===== config.mk =====
export PLATFORM = sky130hd
export DESIGN_NAME = gyro_yaw_calibrate_filter_integrate
export DESIGN_NICKNAME = d
export VERILOG_FILES = /design/src/gyaw_pkg.sv /design/src/gyro_yaw_calibrate_filter_integrate.sv /design/src/gyaw_cfg.sv /design/src/gyaw_ctrl.sv /design/src/gyaw_dp.sv
export SDC_FILE = /design/constraint.sdc
export NUM_CORES = 2
export LEC_CHECK = 0
export BUFFER_PORTS_ARGS = -buffer_cell sky130_fd_sc_hd__buf_2
export CORE_UTILIZATION = 35
export CTS_CLUSTER_SIZE = 24
export DETAILED_ROUTE_END_ITERATION = 8
export GPL_TIMING_DRIVEN = 0
export PLACE_DENSITY = 0.56
export RECOVER_POWER = 25
export SLEW_MARGIN = 25
export SYNTH_ARGS = -nofsm -noshare
export SYNTH_HDL_FRONTEND = slang
export SYNTH_SLANG_ARGS = --single-unit
export TNS_END_PERCENT = 30

===== constraint.sdc =====
create_clock -name clk_i -period 16.4 [get_ports clk_i]
set_input_delay 4.1 -clock clk_i [delete_from_list [all_inputs] [get_ports clk_i]]
set_output_delay 4.1 -clock clk_i [all_outputs]
set_load 0.01 [all_outputs]

===== src/gyaw_pkg.sv =====
// Shared types and constants of the yaw gyro calibration, filter and integrator block.
package gyaw_pkg;

  // Field and state widths.
  localparam int unsigned RAW_W      = 16;
  localparam int unsigned MAX_CALIB  = 16384;
  localparam int unsigned CNT_W      = 15;
  localparam int unsigned SUM_W      = 31;
  localparam int unsigned OFS_W      = 25;
  localparam int unsigned RATE_W     = 26;
  localparam int unsigned ANG_W      = 64;
  localparam int unsigned OUT_RATE_W = 25;
  localparam int unsigned OUT_ANG_W  = 48;
  localparam int unsigned FRAC_W     = 16;
  localparam int unsigned Q8_W       = 8;

  // Configuration port.
  localparam int unsigned CFG_IDX_W  = 3;
  localparam int unsigned CFG_DATA_W = 17;
  localparam int unsigned SCALE_W    = 16;
  localparam int unsigned ALPHA_W    = 17;

  // Shared multiplier and divider.
  localparam int unsigned MUL_A_W   = RATE_W;
  localparam int unsigned MUL_B_W   = ALPHA_W + 1;
  localparam int unsigned PROD_W    = MUL_A_W + MUL_B_W;
  localparam int unsigned DIV_W     = SUM_W + Q8_W;
  localparam int unsigned DIV_CNT_W = 6;

  localparam logic [ALPHA_W-1:0] ALPHA_ONE  = ALPHA_W'(65536);
  localparam logic [PROD_W-1:0]  ROUND_HALF = PROD_W'(32768);

  // Register indexes.
  typedef enum logic [CFG_IDX_W-1:0] {
    CFG_CALIB_COUNT  = 3'd0,
    CFG_SCALE_POS    = 3'd1,
    CFG_SCALE_NEG    = 3'd2,
    CFG_FILTER_ALPHA = 3'd3,
    CFG_STEP_SECONDS = 3'd4
  } cfg_idx_e;

  typedef struct packed {
    logic [CNT_W-1:0]   calib_count;
    logic [SCALE_W-1:0] scale_pos;
    logic [SCALE_W-1:0] scale_neg;
    logic [ALPHA_W-1:0] filter_alpha;
    logic [SCALE_W-1:0] step_seconds;
  } cfg_t;

  // Commands from the controller to the datapath.
  typedef struct packed {
    logic capture;
    logic clr_angle;
    logic sum;
    logic div_start;
    logic div_step;
    logic div_fin;
    logic dev;
    logic mul_sc;
    logic cur;
    logic mul_a;
    logic mul_b;
    logic filt;
    logic mul_t;
    logic acc;
    logic load_out;
  } cmd_t;

  // Status from the datapath to the controller.
  typedef struct packed {
    logic req_clear;
    logic calibrated;
    logic count_below;
    logic div_last;
  } sts_t;

  typedef enum logic [11:0] {
    ST_IDLE    = 12'b0000_0000_0001,
    ST_DECIDE  = 12'b0000_0000_0010,
    ST_DIV     = 12'b0000_0000_0100,
    ST_DIV_FIN = 12'b0000_0000_1000,
    ST_MUL_SC  = 12'b0000_0001_0000,
    ST_CUR     = 12'b0000_0010_0000,
    ST_MUL_A   = 12'b0000_0100_0000,
    ST_MUL_B   = 12'b0000_1000_0000,
    ST_FILT    = 12'b0001_0000_0000,
    ST_MUL_T   = 12'b0010_0000_0000,
    ST_ACC     = 12'b0100_0000_0000,
    ST_OUT     = 12'b1000_0000_0000
  } state_e;

endpackage


===== src/gyro_yaw_calibrate_filter_integrate.sv =====
// Top level of the yaw gyro calibration, low-pass filter and angle integrator.
// The block takes one transfer at a time and returns exactly one result per transfer.
// A calibration sample or an angle reset request goes from acceptance through the decide
// state to the output state, where its result is loaded into the result register. A sample
// after calibration also passes four times through the one shared 26 x 18 multiplier,
// with a register after each. The sample that completes calibration instead passes through
// the bit-serial restoring divider that produces one of 39 quotient bits per cycle. A
// result still stalled in the output register delays the load of the next one until its
// transfer completes. A new request is taken once the previous result has been loaded
// into the output register; that result may still wait there.
// Configuration is written through cfg_we_i, cfg_idx_i and cfg_data_i. The user must write
// it only while idle; the block itself does not enforce this.
module gyro_yaw_calibrate_filter_integrate (
  input  logic                                      clk_i,
  input  logic                                      rst_ni,
  input  logic                                      in_valid_i,
  output logic                                      in_stall_o,
  input  logic                                      req_type_i,
  input  logic signed [gyaw_pkg::RAW_W-1:0]         raw_rate_i,
  output logic                                      out_valid_o,
  input  logic                                      out_stall_i,
  output logic                                      ready_res_o,
  output logic signed [gyaw_pkg::OUT_RATE_W-1:0]    rate_q8_o,
  output logic signed [gyaw_pkg::OUT_ANG_W-1:0]     angle_q8_o,
  input  logic                                      cfg_we_i,
  input  logic [gyaw_pkg::CFG_IDX_W-1:0]            cfg_idx_i,
  input  logic [gyaw_pkg::CFG_DATA_W-1:0]           cfg_data_i
);
  import gyaw_pkg::*;

  cfg_t cfg;
  cmd_t cmd;
  sts_t sts;

  // Configuration registers.
  gyaw_cfg u_cfg (
    .clk_i      (clk_i),
    .rst_ni     (rst_ni),
    .cfg_we_i   (cfg_we_i),
    .cfg_idx_i  (cfg_idx_i),
    .cfg_data_i (cfg_data_i),
    .cfg_o      (cfg)
  );

  // Sequencing controller.
  gyaw_ctrl u_ctrl (
    .clk_i       (clk_i),
    .rst_ni      (rst_ni),
    .in_valid_i  (in_valid_i),
    .in_stall_o  (in_stall_o),
    .out_valid_o (out_valid_o),
    .out_stall_i (out_stall_i),
    .sts_i       (sts),
    .cmd_o       (cmd)
  );

  // Arithmetic datapath.
  gyaw_dp u_dp (
    .clk_i       (clk_i),
    .rst_ni      (rst_ni),
    .cmd_i       (cmd),
    .cfg_i       (cfg),
    .req_type_i  (req_type_i),
    .raw_rate_i  (raw_rate_i),
    .sts_o       (sts),
    .ready_res_o (ready_res_o),
    .rate_q8_o   (rate_q8_o),
    .angle_q8_o  (angle_q8_o)
  );

endmodule


===== src/gyaw_cfg.sv =====
// Configuration registers of the yaw gyro block.
module gyaw_cfg (
  input  logic                             clk_i,
  input  logic                             rst_ni,
  input  logic                             cfg_we_i,
  input  logic [gyaw_pkg::CFG_IDX_W-1:0]   cfg_idx_i,
  input  logic [gyaw_pkg::CFG_DATA_W-1:0]  cfg_data_i,
  output gyaw_pkg::cfg_t                   cfg_o
);
  import gyaw_pkg::*;

  cfg_t cfg_q;

  // Register writes by index; unknown indexes are ignored.
  always_ff @(posedge clk_i or negedge rst_ni) begin
    if (!rst_ni) begin
      cfg_q.calib_count  <= CNT_W'(512);
      cfg_q.scale_pos    <= SCALE_W'(3996);
      cfg_q.scale_neg    <= SCALE_W'(3996);
      cfg_q.filter_alpha <= ALPHA_W'(19661);
      cfg_q.step_seconds <= SCALE_W'(393);
    end else if (cfg_we_i) begin
      case (cfg_idx_i)
        CFG_CALIB_COUNT:  cfg_q.calib_count  <= cfg_data_i[CNT_W-1:0];
        CFG_SCALE_POS:    cfg_q.scale_pos    <= cfg_data_i[SCALE_W-1:0];
        CFG_SCALE_NEG:    cfg_q.scale_neg    <= cfg_data_i[SCALE_W-1:0];
        CFG_FILTER_ALPHA: cfg_q.filter_alpha <= cfg_data_i[ALPHA_W-1:0];
        CFG_STEP_SECONDS: cfg_q.step_seconds <= cfg_data_i[SCALE_W-1:0];
        default: ;
      endcase
    end
  end

  assign cfg_o = cfg_q;

endmodule


===== src/gyaw_ctrl.sv =====
// Controller state machine that sequences the yaw gyro datapath.
module gyaw_ctrl (
  input  logic           clk_i,
  input  logic           rst_ni,
  input  logic           in_valid_i,
  output logic           in_stall_o,
  output logic           out_valid_o,
  input  logic           out_stall_i,
  input  gyaw_pkg::sts_t sts_i,
  output gyaw_pkg::cmd_t cmd_o
);
  import gyaw_pkg::*;

  state_e state_q, state_d;
  logic   out_valid_q, out_valid_d;
  logic   out_free;

  // The result register can be loaded when empty or when its transfer completes.
  assign out_free = !out_valid_q || !out_stall_i;

  // Next state and command decode.
  always_comb begin
    state_d = state_q;
    cmd_o   = '0;
    case (state_q)
      ST_IDLE: begin
        if (in_valid_i) begin
          cmd_o.capture = 1'b1;
          state_d       = ST_DECIDE;
        end
      end
      ST_DECIDE: begin
        if (sts_i.req_clear) begin
          cmd_o.clr_angle = 1'b1;
          state_d         = ST_OUT;
        end else if (!sts_i.calibrated) begin
          if (sts_i.count_below) begin
            cmd_o.sum = 1'b1;
            state_d   = ST_OUT;
          end else begin
            cmd_o.div_start = 1'b1;
            state_d         = ST_DIV;
          end
        end else begin
          cmd_o.dev = 1'b1;
          state_d   = ST_MUL_SC;
        end
      end
      ST_DIV: begin
        cmd_o.div_step = 1'b1;
        if (sts_i.div_last) begin
          state_d = ST_DIV_FIN;
        end
      end
      ST_DIV_FIN: begin
        cmd_o.div_fin = 1'b1;
        state_d       = ST_OUT;
      end
      ST_MUL_SC: begin
        cmd_o.mul_sc = 1'b1;
        state_d      = ST_CUR;
      end
      ST_CUR: begin
        cmd_o.cur = 1'b1;
        state_d   = ST_MUL_A;
      end
      ST_MUL_A: begin
        cmd_o.mul_a = 1'b1;
        state_d     = ST_MUL_B;
      end
      ST_MUL_B: begin
        cmd_o.mul_b = 1'b1;
        state_d     = ST_FILT;
      end
      ST_FILT: begin
        cmd_o.filt = 1'b1;
        state_d    = ST_MUL_T;
      end
      ST_MUL_T: begin
        cmd_o.mul_t = 1'b1;
        state_d     = ST_ACC;
      end
      ST_ACC: begin
        cmd_o.acc = 1'b1;
        state_d   = ST_OUT;
      end
      ST_OUT: begin
        if (out_free) begin
          cmd_o.load_out = 1'b1;
          state_d        = ST_IDLE;
        end
      end
      default: begin
        state_d = ST_IDLE;
      end
    endcase
  end

  // Output valid flag: set on load, cleared when the transfer completes.
  always_comb begin
    out_valid_d = out_valid_q;
    if (cmd_o.load_out) begin
      out_valid_d = 1'b1;
    end else if (!out_stall_i) begin
      out_valid_d = 1'b0;
    end
  end

  always_ff @(posedge clk_i or negedge rst_ni) begin
    if (!rst_ni) begin
      state_q     <= ST_IDLE;
      out_valid_q <= 1'b0;
    end else begin
      state_q     <= state_d;
      out_valid_q <= out_valid_d;
    end
  end

  assign in_stall_o  = (state_q != ST_IDLE);
  assign out_valid_o = out_valid_q;

endmodule


===== src/gyaw_dp.sv =====
// Datapath: calibration sum, offset divider, shared multiplier, filter and integrator.
module gyaw_dp (
  input  logic                                      clk_i,
  input  logic                                      rst_ni,
  input  gyaw_pkg::cmd_t                            cmd_i,
  input  gyaw_pkg::cfg_t                            cfg_i,
  input  logic                                      req_type_i,
  input  logic signed [gyaw_pkg::RAW_W-1:0]         raw_rate_i,
  output gyaw_pkg::sts_t                            sts_o,
  output logic                                      ready_res_o,
  output logic signed [gyaw_pkg::OUT_RATE_W-1:0]    rate_q8_o,
  output logic signed [gyaw_pkg::OUT_ANG_W-1:0]     angle_q8_o
);
  import gyaw_pkg::*;

  // Captured request.
  logic                    req_q;
  logic [RAW_W-1:0]        raw_q;

  // Block state.
  logic [CNT_W-1:0]        sample_count_q;
  logic [SUM_W-1:0]        raw_sum_q;
  logic [OFS_W-1:0]        zero_offset_q;
  logic [RATE_W-1:0]       last_rate_q;
  logic [ANG_W-1:0]        angle_q;
  logic                    calibrated_q;

  // Intermediate values of the sample sequence.
  logic [RATE_W-1:0]       dev_q;
  logic [RATE_W-1:0]       cur_q;
  logic [PROD_W-1:0]       prod_q;
  logic [PROD_W-1:0]       acc_q;

  // Divider registers.
  logic [DIV_W-1:0]        div_quo_q;
  logic [CNT_W-1:0]        div_rem_q;
  logic                    div_neg_q;
  logic [DIV_CNT_W-1:0]    div_cnt_q;

  // Result registers.
  logic                    ready_out_q;
  logic [OUT_RATE_W-1:0]   rate_out_q;
  logic [OUT_ANG_W-1:0]    angle_out_q;

  logic [CNT_W-1:0]        eff_count;
  logic [RATE_W-1:0]       dev_d;
  logic [SUM_W-1:0]        sum_mag;
  logic [CNT_W:0]          div_trial;
  logic                    div_ge;
  logic [OFS_W-1:0]        div_q;
  logic [ALPHA_W-1:0]      alpha_eff;
  logic [SCALE_W-1:0]      scale_sel;
  logic [MUL_A_W-1:0]      mul_a;
  logic [MUL_B_W-1:0]      mul_b;
  logic signed [PROD_W-1:0] mul_p;
  logic [PROD_W-1:0]       cur_rnd;
  logic [PROD_W-1:0]       filt_sum;
  logic [ANG_W:0]          ang_sum;
  logic [ANG_W-1:0]        ang_next;

  // Calibration length clamped to one through the maximum.
  always_comb begin
    if (cfg_i.calib_count == '0) begin
      eff_count = CNT_W'(1);
    end else if (cfg_i.calib_count > CNT_W'(MAX_CALIB)) begin
      eff_count = CNT_W'(MAX_CALIB);
    end else begin
      eff_count = cfg_i.calib_count;
    end
  end

  // Deviation in Q.8: raw sample shifted up by eight, minus the offset.
  assign dev_d = {{(RATE_W - RAW_W - Q8_W){raw_q[RAW_W-1]}}, raw_q, {Q8_W{1'b0}}}
               - {{(RATE_W - OFS_W){zero_offset_q[OFS_W-1]}}, zero_offset_q};

  // Magnitude of the calibration sum for the sign-magnitude division.
  assign sum_mag = raw_sum_q[SUM_W-1] ? (~raw_sum_q + SUM_W'(1)) : raw_sum_q;

  // One restoring division step per cycle.
  assign div_trial = {div_rem_q, div_quo_q[DIV_W-1]};
  assign div_ge    = (div_trial >= {1'b0, sample_count_q});
  assign div_q     = div_quo_q[OFS_W-1:0];

  // Filter weight clamped to one.
  assign alpha_eff = (cfg_i.filter_alpha > ALPHA_ONE) ? ALPHA_ONE : cfg_i.filter_alpha;
  assign scale_sel = dev_q[RATE_W-1] ? cfg_i.scale_neg : cfg_i.scale_pos;

  // Operand selection for the shared multiplier.
  always_comb begin
    mul_a = dev_q;
    mul_b = {{(MUL_B_W - SCALE_W){1'b0}}, scale_sel};
    if (cmd_i.mul_a) begin
      mul_a = cur_q;
      mul_b = {1'b0, alpha_eff};
    end else if (cmd_i.mul_b) begin
      mul_a = last_rate_q;
      mul_b = {1'b0, ALPHA_ONE - alpha_eff};
    end else if (cmd_i.mul_t) begin
      mul_a = last_rate_q;
      mul_b = {{(MUL_B_W - SCALE_W){1'b0}}, cfg_i.step_seconds};
    end
  end

  assign mul_p = $signed(mul_a) * $signed(mul_b);

  // Round half up and drop the Q0.16 fraction.
  assign cur_rnd  = prod_q + ROUND_HALF;
  assign filt_sum = acc_q + prod_q + ROUND_HALF;

  // Saturating angle accumulation.
  assign ang_sum = {angle_q[ANG_W-1], angle_q}
                 + {{(ANG_W + 1 - PROD_W){prod_q[PROD_W-1]}}, prod_q};
  always_comb begin
    if (ang_sum[ANG_W] != ang_sum[ANG_W-1]) begin
      ang_next = ang_sum[ANG_W] ? {1'b1, {(ANG_W-1){1'b0}}} : {1'b0, {(ANG_W-1){1'b1}}};
    end else begin
      ang_next = ang_sum[ANG_W-1:0];
    end
  end

  // Request capture and working registers.
  always_ff @(posedge clk_i) begin
    if (cmd_i.capture) begin
      req_q <= req_type_i;
      raw_q <= raw_rate_i;
    end
    if (cmd_i.dev) begin
      dev_q <= dev_d;
    end
    if (cmd_i.mul_sc || cmd_i.mul_a || cmd_i.mul_b || cmd_i.mul_t) begin
      prod_q <= mul_p;
    end
    if (cmd_i.mul_b) begin
      acc_q <= prod_q;
    end
    if (cmd_i.cur) begin
      cur_q <= cur_rnd[FRAC_W+RATE_W-1:FRAC_W];
    end
    if (cmd_i.div_start) begin
      div_quo_q <= {sum_mag, {Q8_W{1'b0}}} + DIV_W'(sample_count_q >> 1);
      div_rem_q <= '0;
      div_neg_q <= raw_sum_q[SUM_W-1];
    end else if (cmd_i.div_step) begin
      div_quo_q <= {div_quo_q[DIV_W-2:0], div_ge};
      div_rem_q <= div_ge ? CNT_W'(div_trial - {1'b0, sample_count_q})
                          : div_trial[CNT_W-1:0];
    end
    if (cmd_i.load_out) begin
      ready_out_q <= calibrated_q;
      rate_out_q  <= last_rate_q[OUT_RATE_W-1:0];
      angle_out_q <= angle_q[ANG_W-1:ANG_W-OUT_ANG_W];
    end
  end

  // Block state and divider step count.
  always_ff @(posedge clk_i or negedge rst_ni) begin
    if (!rst_ni) begin
      sample_count_q <= '0;
      raw_sum_q      <= '0;
      zero_offset_q  <= '0;
      last_rate_q    <= '0;
      angle_q        <= '0;
      calibrated_q   <= 1'b0;
      div_cnt_q      <= '0;
    end else begin
      if (cmd_i.sum) begin
        raw_sum_q      <= raw_sum_q + {{(SUM_W - RAW_W){raw_q[RAW_W-1]}}, raw_q};
        sample_count_q <= sample_count_q + CNT_W'(1);
      end
      if (cmd_i.div_start) begin
        div_cnt_q <= DIV_CNT_W'(DIV_W);
      end else if (cmd_i.div_step) begin
        div_cnt_q <= div_cnt_q - DIV_CNT_W'(1);
      end
      if (cmd_i.div_fin) begin
        zero_offset_q <= div_neg_q ? (~div_q + OFS_W'(1)) : div_q;
        calibrated_q  <= 1'b1;
        last_rate_q   <= '0;
      end
      if (cmd_i.filt) begin
        last_rate_q <= filt_sum[FRAC_W+RATE_W-1:FRAC_W];
      end
      if (cmd_i.clr_angle || cmd_i.div_fin) begin
        angle_q <= '0;
      end else if (cmd_i.acc) begin
        angle_q <= ang_next;
      end
    end
  end

  assign sts_o.req_clear   = req_q;
  assign sts_o.calibrated  = calibrated_q;
  assign sts_o.count_below = (sample_count_q < eff_count);
  assign sts_o.div_last    = (div_cnt_q == DIV_CNT_W'(1));

  assign ready_res_o = ready_out_q;
  assign rate_q8_o   = rate_out_q;
  assign angle_q8_o  = angle_out_q;

endmodule


==> impl_metrics.py <==
metrics = {
    "global_routing": {
        "grt_max_degree": 78,
        "grt_pass1_wl_mm": 224,
        "antenna_found_initial": 14,
        "grt_use_met3_pct": 3.23,
        "met1_usage_pct": 28.0,
        "grt_pass1_vias": 37700,
        "use_met2_pct": 34.7,
        "grt.busiest_layer": "met2",
        "track_usage_pct": 20.8,
        "grt-ovfl-total": 0,
    },
    "logic_synthesis": {
        "syn_area_per_cell_um2": 9.66,
        "synth_top_family_by_area": "adder cells",
        "yosys.area.top_type_share_pct": 18.1,
        "muxShareOfSynthArea_pct": 2.62,
        "synth_area_mm2": 0.0482,
        "async_reset_ff_share_pct": 47.9,
        "yosys_warnings": 0,
        "synthFlopType": "edfxtp_1",
        "synth-edff-count": 269,
        "synth_top_area_cell": "fa_1",
        "synth_seq_cells": 545,
        "synth_fp_nets": 5806,
        "yosysUniqueCellTypes": 107,
        "synth_compound_area_share_pct": 13.1,
        "synth_simple_gate_area_share_pct": 14.5,
        "synth_common_cells": "nand2_1, inv_1, fa_1",
        "yosysSeqAreaShare_pct": 31.0,
        "post-synth-top-count-cell": "nand2_1",
        "yosys.area_share.adder_pct": 26.9,
        "synthTopCellsByArea": "fa_1, edfxtp_1, dfrtp_1, ha_1, nand2_1",
        "syn_inst": 4990,
        "synth-xor-area-share_pct": 5.41,
    },
    "floorplan": {
        "ios": 118,
        "die_w_um": 373,
        "die_h_um": 373,
        "initial_core_util_pct": 35.4,
        "coreArea_mm2": 0.136,
        "design.die.area_mm2": 0.139,
        "fp-row-count": 135,
    },
    "clock_network": {
        "htreeDepth": 3,
        "ctsResizeCount": 0,
        "cts.sinks": 545,
        "root_buffer": "clkbuf_16",
        "clkLatencyLatePin_ps": 640,
        "ctsHoldBuffers": 0,
        "cts_made_buffers": 68,
        "tritoncts": "done",
        "cts.path.max_buffers": 3,
        "post_cts_buffers": 0,
        "cts.reportedPaths.clkPinSlew_ps": 60,
    },
    "sta": {
        "rsz0062_at_grt": "false",
        "finalSetupViolCount": 0,
        "slew_viol_final": 45,
        "skew_ps": 17.5,
        "layout_min_cycle_time_ps": 12630,
        "fmax_mhz": 79.2,
        "tightest_slew_ps": 2550,
        "period_share_pct": 77.0,
        "max-slew-margin-rel_pct": -70.3,
        "setup_tns_ps": 0,
        "timing_hold_violations_final": 0,
        "setup_slack_ps": 3770,
    },
    "critical_path": {
        "max_stage_delay_ps": 1840,
        "startpoint_type": "flip-flop",
        "required_ps": 16760,
        "end_kind": "flip-flop",
        "crit_slowest_cell": "clkbuf_1",
        "worstPathMaxFanout": 44,
        "reg2regPathDepth": 33,
        "cp_data_arrival_time_ps": 12990,
        "crit_type": "flip-flop to flip-flop",
    },
    "place": {
        "post-place-cells": 6903,
        "numPortBuffers": 116,
        "place_congestion": 0.933,
        "pre_cts_slack_ps": 5570,
        "hpwl_mm": 116,
    },
    "flow_run": {
        "cap_violations": 1,
    },
    "finish": {
        "area_growth_pct": 11.5,
        "instances_no_fill": 7030,
        "drive_above_1_share_pct": 9.89,
        "nets": 6008,
    },
    "routing": {
        "drt_first_pass_iters": 6,
        "ant_nets": 0,
        "dr.first_iter.drc_count": 2900,
        "num_vias": 37100,
        "post_drt_wl_per_cell_um": 20.4,
        "drc": 0,
        "wl_mm": 144,
        "via_per_inst": 5.28,
    },
    "worst_hold_path": {
        "hp-class": "flip-flop to flip-flop",
        "min_path_cells": 2,
    },
    "run_status": {
        "outcome": "finished with violations",
        "violations": "capacitance limit, slew limit",
    },
}
[flip-flops by register name, summed over array words and instances, names as in the netlist, 26 cells and up]
register	cells
u_dp.prod_q	44
u_cfg.cfg_o	80
u_dp.angle_q8_o	48
u_dp.cur_q	26
u_dp.div_quo_q	39
u_dp.last_rate_q	26
u_dp.dev_q	26
u_dp.angle_q	64
u_dp.acc_q	42
u_dp.raw_sum_q	31
[layout by cell type (no fill, tap or decap), types with 187 or more instances in the layout]
cell	n
a21oi_1	206
fa_1	435
nor2_1	310
o21ai_0	269
ha_1	339
dfrtp_1	231
inv_1	594
edfxtp_1	269
xnor2_1	187
nand2_1	655
[worst paths after layout]
kind | slack (ps) | to | from
max | 3770 | u_dp.prod_q[43] | u_ctrl.state_q[8]
min | 470 | u_dp.div_rem_q[14] | u_dp.div_rem_q[14]
max reg2reg | 3770 | u_dp.prod_q[43] | u_ctrl.state_q[8]
min reg2reg | 470 | u_dp.div_rem_q[14] | u_dp.div_rem_q[14]
max in group asynchronous | 11820 | u_dp.angle_q[16] | rst_ni
min in group asynchronous | 3420 | u_dp.raw_sum_q[23] | rst_ni
[critical path: cells and delay by family, from the launching register on]
family / cells / cell delay [ps]
simple gates: 4 / 1420
xor+xnor: 1 / 120
fa+ha+maj: 7 / 3440
flops: 1 / 360
compound gates: 11 / 3440
buf+inv: 10 / 3550
[cells by family after synthesis]
| logic type | after synthesis |
|---|---|
| xor gates and xnor gates | 297 |
| and+or+nand+nor | 1500 |
| DFF | 545 |
| muxes | 116 |
| adders and majority gates | 774 |
| AOI/OAI and AO/OA | 970 |
| buffers and inverters | 788 |
[final cells by class]
cell class / count / area [um2]
diodes: 1 / 2.50
plain buffers: 193 / 900
clock buffers: 78 / 1810
clock inverters: 48 / 611
fillers: 13500 / 82200
inverters: 595 / 2230
multi-input cells: 3657 / 30200
flip-flops and latches: 545 / 14900
well taps: 1781 / 2230
repair buffers: 132 / 840
[through the flow]
step,utilization [%],area [um2],hold WS [ps]
global placement,37.5,51000,433
global route,39.5,53700,499
finish,39.5,53700,474
detailed placement,37.8,51400,446
CTS,39.6,53800,462
floorplan,-,48200,421
[routing by layer]
layer  wire length [um]  vias up  share of wire [%]
met5                 41        -              0.029
met4               3770        6                2.6
met3               8020      218                5.6
met2              68200     1024                 47
met1              63600    18500                 44
li1                   -    17400                  -
Power is not shown: default switching activity piles up to over one toggle a cycle in this logic, so the estimate is an artifact.
